===== src/rtl/integral_and_square_integral_image_defines.svh =====
// Assertion macros for the integral image block
`ifndef INTEGRAL_AND_SQUARE_INTEGRAL_IMAGE_DEFINES_SVH
`define INTEGRAL_AND_SQUARE_INTEGRAL_IMAGE_DEFINES_SVH
`ifndef SYNTHESIS
`define IAS_ASSERT_IMP(label, clk, rst, ante, cons) \
   label: assert property (@(posedge clk) disable iff (rst) (ante) |-> (cons)) \
      else $error("assertion failed");
`define IAS_ASSERT_NXT(label, clk, rst, ante, cons) \
   label: assert property (@(posedge clk) disable iff (rst) (ante) |=> (cons)) \
      else $error("assertion failed");
`else
`define IAS_ASSERT_IMP(label, clk, rst, ante, cons)
`define IAS_ASSERT_NXT(label, clk, rst, ante, cons)
`endif
`endif


===== src/rtl/ias_ram.sv =====
// Generic single-port-write, registered-read RAM
module ias_ram #(
   parameter int WIDTH = 8,
   parameter int DEPTH = 16
) (
   input  logic                                      clock,
   input  logic                                      we,
   input  logic [((DEPTH > 1) ? $clog2(DEPTH) : 1)-1:0] waddr,
   input  logic [WIDTH-1:0]                          wdata,
   input  logic                                      re,
   input  logic [((DEPTH > 1) ? $clog2(DEPTH) : 1)-1:0] raddr,
   output logic [WIDTH-1:0]                          rdata
);
   logic [WIDTH-1:0] mem [DEPTH];
   logic [WIDTH-1:0] rdata_ff;

   always_ff @(posedge clock) begin
      if (we) begin
         mem[waddr] <= wdata;
      end
      if (re) begin
         rdata_ff <= mem[raddr];
      end
   end

   assign rdata = rdata_ff;
endmodule


===== config.mk =====
export PLATFORM = sky130hd
export DESIGN_NAME = ias_ram
export DESIGN_NICKNAME = d
export VERILOG_FILES = /design/src/rtl/integral_and_square_integral_image_defines.svh /design/src/rtl/ias_ram.sv
export SDC_FILE = /design/constraint.sdc
export NUM_CORES = 1
export LEC_CHECK = 0
export ABC_AREA = 1
export BUFFER_PORTS_ARGS = -buffer_cell sky130_fd_sc_hd__buf_2
export CELL_PAD_IN_SITES_DETAIL_PLACEMENT = 0
export CELL_PAD_IN_SITES_GLOBAL_PLACEMENT = 2
export CORE_MARGIN = 2
export CORE_UTILIZATION = 38
export CTS_BUF_LIST = sky130_fd_sc_hd__clkbuf_4
export CTS_CLUSTER_SIZE = 20
export DETAILED_ROUTE_END_ITERATION = 12
export PLACE_DENSITY_LB_ADDON = 0.1
export SKIP_CTS_REPAIR_TIMING = 1
export SYNTH_ARGS = -nofsm -noshare
export SYNTH_HDL_FRONTEND = slang
export SYNTH_SLANG_ARGS = --single-unit

===== constraint.sdc =====
create_clock -name clock -period 1.1 [get_ports clock]
set_input_delay 0.22 -clock clock [delete_from_list [all_inputs] [get_ports clock]]
set_output_delay 0.22 -clock clock [all_outputs]
set_load 0.1 [all_outputs]

* After elaboration in Yosys (flattened, before gate mapping)
Memories as Yosys holds them, arrays and structs flattened. A register that Yosys moved wholly into a read port is not among the register bits.
Index checks and enable logic that the tools add are counted.
** Operators by class
- Muxes and demuxes :: 2
** Operators by type and width (number)
- 1-bit two-way mux :: 2
** Storage, ports and cells
- Bits in registers :: 0
- Bits in writable memories :: 128
- Output and inout bits :: 8
- Memories kept :: 1
** Memory list
- mem :: depth 16, bits a word 8, read ports 1, clocked after Yosys merged registers in 1, write ports 1, RTL line ias_ram.sv:14 : logic [WIDTH-1:0] mem [DEPTH];

* Depth between registers and ports, before layout
- Word-level depth :: 2
- Mapped depth :: 8
- Mapped depth without buffers :: 7

* Least setup slack after synthesis
OpenSTA, ideal clock, no wires.
- Path type :: input port to flip-flop
- Start point :: input port waddr[3] in the netlist's numbering
- End point :: memory mem[4][0] (enable)
- Arrival time :: 801 ps
- Required time :: 730 ps
- Setup slack :: -71 ps
- Cell stages on the path :: 2
- Path through :: nand3b_1 nor2_1
** RTL lines
- start: declaration :: RTL line ias_ram.sv:8 : input logic [((DEPTH > 1) ? $clog2(DEPTH) : 1)-1:0] waddr,
- end: declaration :: RTL line ias_ram.sv:14
Straight into the memory's write port.

* Final worst setup path
- Start point :: register rdata_ff[5] (netlist: rdata[5]) (read register of mem)
- End point :: output port rdata[5]
** RTL lines
- start: declaration :: RTL line ias_ram.sv:15 : logic [WIDTH-1:0] rdata_ff;
- end: declaration :: RTL line ias_ram.sv:12 : output logic [WIDTH-1:0] rdata
No word-level cell between the ends.

==> key figures <==
Yosys
  – Synth top cells by count: nand2_1 (173), edfxtp_1 (136), inv_1 (100)
  – Synthesized-area fraction occupied by adder cells: 0
  – Area share of and/or/nand/nor cells after synthesis: 0.208
  – Synth warnings: 0
  – Most numerous cell in the Yosys netlist: nand2_1
  – Async SR Flop Fraction: 0
  – Syn_area_per_cell: 10.6 µm²
  – Largest family of logic cells by synthesized area: simple AND/OR/NAND/NOR gates
  – Compound-Gate Fraction of Synth Area: 0
  – Ys flop type: edfxtp_1
  – Synth unique cells: 11
  – Synth area leaders: edfxtp_1 (70%), nand2_1 (11%), nand3_1 (8.3%)
  – Synth Area in XOR/XNOR: 0
  – Number of synthesized flops with an enable pin: 136
  – Syn Inst Count: 551
  – Leading area contributor after synthesis: edfxtp_1
  – Post-synthesis mux area share: 0
  – #FFs+latches synth: 136
  – Synth Cell Area: 5850 µm²
  – Syn_nets: 570
  – Yosys top cell area share: 0.698
  – Sequential-to-total area share from yosys stat: 0.698

Floorplan
  – # rows: 45
  – Initial Util: 0.386
  – IO Count: 27
  – Overall die width: 128 µm
  – Core ar.: 15100 µm²
  – Total die area: 16400 µm²
  – Die H: 128 µm

Place
  – Gpl congestion: 0.762
  – Cells after DPL: 778
  – DP HPWL: 9360 µm
  – IO buf count: 26

Routing
  – Starting DRC count in detailed routing: 334
  – Pre-Repair DR Iteration Count: 4
  – Detailed Route WL: 14700 µm
  – DR WL/cell: 18.2 µm
  – Vias: 3809
  – DR DRC count: 0
  – Vias per inst: 4.71
  – Final ANT Viol Nets: 0

STA
  – Setup_tns: -2.25 ns
  – RSZ-0062 raised after global routing: yes
  – Final setup fails: 8
  – Period utilization: 1.30
  – Final Hold Fails: 0
  – Max Slew Vio Count: 0
  – Fin crit period: 1.43 ns
  – Slew margin rel.: 0.674
  – Worst-margin pin slew: 0.488 ns
  – Final worst setup slack: -0.326 ns
  – Clk_skew: 0.0140 ns
  – Fmax: 0.701 GHz

Critical path
  – Worst-path cell chain: buf_12
  – Slowest CP cell: edfxtp_1
  – CP endpoint kind: output port
  – Startpoint types: register
  – Max incr delay on CP: 0.47 ns
  – Critical Path AT: 1.21 ns
  – Worst path bufs/invs: 1
  – Crit Path Category: register to output port
  – Worst-path maximum fanout: 1
  – CP top delay family: flip-flops
  – CP required: 0.88 ns

Layout
  – Final std cells w/o fill: 809
  – Fillers: 1452
  – Layout area overhead: 22.7%
  – Nets: 628
  – Layout cell share with drive strength beyond 1: 0.256

Global route
  – Initial antenna violation count: 1
  – Total GRT Usage: 0.193
  – First-pass GRT wire length: 22500 µm
  – Global route overflow: 0
  – Pin count of the biggest net entering global routing: 33
  – Vias in the first global route: 3703

Flow run
  – Max_cap viols: 0

Clocking
  – Htree depth: 4
  – CTS tree: yes
  – Max clock buf depth: 2
  – Root buffer cell: clkbuf_4
  – Latest clock arrival within the worst-skew pair: 0.53 ns
  – Clk pin slew, worst setup/hold paths: 0.10 ns
  – Clock sinks: 136
  – CTS Buf Count: 17

Pwr
  – Int Pwr: 0.00748 W
  – Total power: 0.00991 W
  – Clock power share: 0.289
  – Leakage: 3.07 nW
  – VDD IR max: 0.826 mV
  – Seq pwr share: 0.593
  – Psw: 0.00243 W
  – Pwr dens: 1380 nW/µm²
  – Sw Share: 0.245
  – Combinational Power Share: 0.118

Run status
  – Violated checks: negative setup slack
  – Outcome: complete, but fails checks

Worst hold path
  – Worst hold path type: input pin to register
## layout make-up
class | instances | area (µm²) | area share
sequential | 136 | 4080 | 0.569
multi-input combinational | 289 | 1520 | 0.212
timing repair buffer | 63 | 716 | 0.0998
inverter | 102 | 383 | 0.0534
tap | 188 | 235 | 0.0328
clock buffer | 24 | 180 | 0.0251
clock inverter | 6 | 52.6 | 0.00732
antenna | 1 | 2.50 | 0.000349
## power groups by stage
stage	logic [W]	registers, W	clock network [W]
final	0.00117	0.00587	0.00287
after global routing	0.00127	0.00588	0.00320
after CTS	0.00110	0.00587	0.00298
after detailed placement	0.00109	0.00599	0
after global placement	0.00109	0.00599	0
after floorplan	0.000413	0.00615	0
## cells in the final DEF (no fill, tap or decap)
master / instances
buf_12: 23
buf_2: 18
buf_4: 22
bufinv_16: 1
clkbuf_4: 24
clkinv_1: 2
clkinv_2: 3
diode_2: 1
edfxtp_1: 136
inv_1: 99
inv_2: 3
nand2_1: 168
nand2_2: 5
nand3_1: 42
nand3_2: 54
nand3_4: 1
nand3b_1: 2
nor2_1: 12
nor2_2: 5
## through the flow
stage	hold slack, ns	cell area, µm²	utilization	setup WS (ns)
2_1_floorplan	0.319	5860	-	-0.0708
3_3_place_gp	0.617	6640	0.439	-0.383
3_5_place_dp	0.622	6640	0.439	-0.422
4_1_cts	0.0242	6880	0.454	-0.380
5_1_grt	0.0260	7170	0.474	-0.393
6_report	0.0637	7170	0.474	-0.326
## worst paths after layout
kind | startpoint | to | slack [ns] | cells past startpoint
worst min register to register | mem[14][4]$_DFFE_PP_ | rdata[4]$_DFFE_PP_ | 0.76 | 6
worst max-delay path | rdata[5]$_DFFE_PP_ | rdata[5] | -0.33 | 1
worst max register to register | mem[3][0]$_DFFE_PP_ | rdata[0]$_DFFE_PP_ | 0.03 | 6
worst min-delay path | re | rdata[1]$_DFFE_PP_ | 0.06 | 1
## worst reg2reg max path, cell delays in order, from the launching register on
cell	delay [ns]
edfxtp_1	0.38
nand2_1	0.07
nand2_1	0.05
nand2_1	0.07
nand3_1	0.11
nand3_2	0.09
nand2_1	0.06
## cell families after synthesis
family,count (synthesis)
and+or+nand+nor,289
DFF,136
buffers and inverters,126
## per-layer routing
layer	up-vias	track usage	wire, µm
met5	-	0	0
met4	0	0.0601	210
met3	14	0.0392	470
met2	66	0.303	6810
met1	1832	0.272	7220
li1	1897	-	-
## state kept, by name, indices dropped and copies added, names as in the netlist
register / flops
mem: 128
rdata: 8
Note: power is estimated with default switching activity, not from simulation.
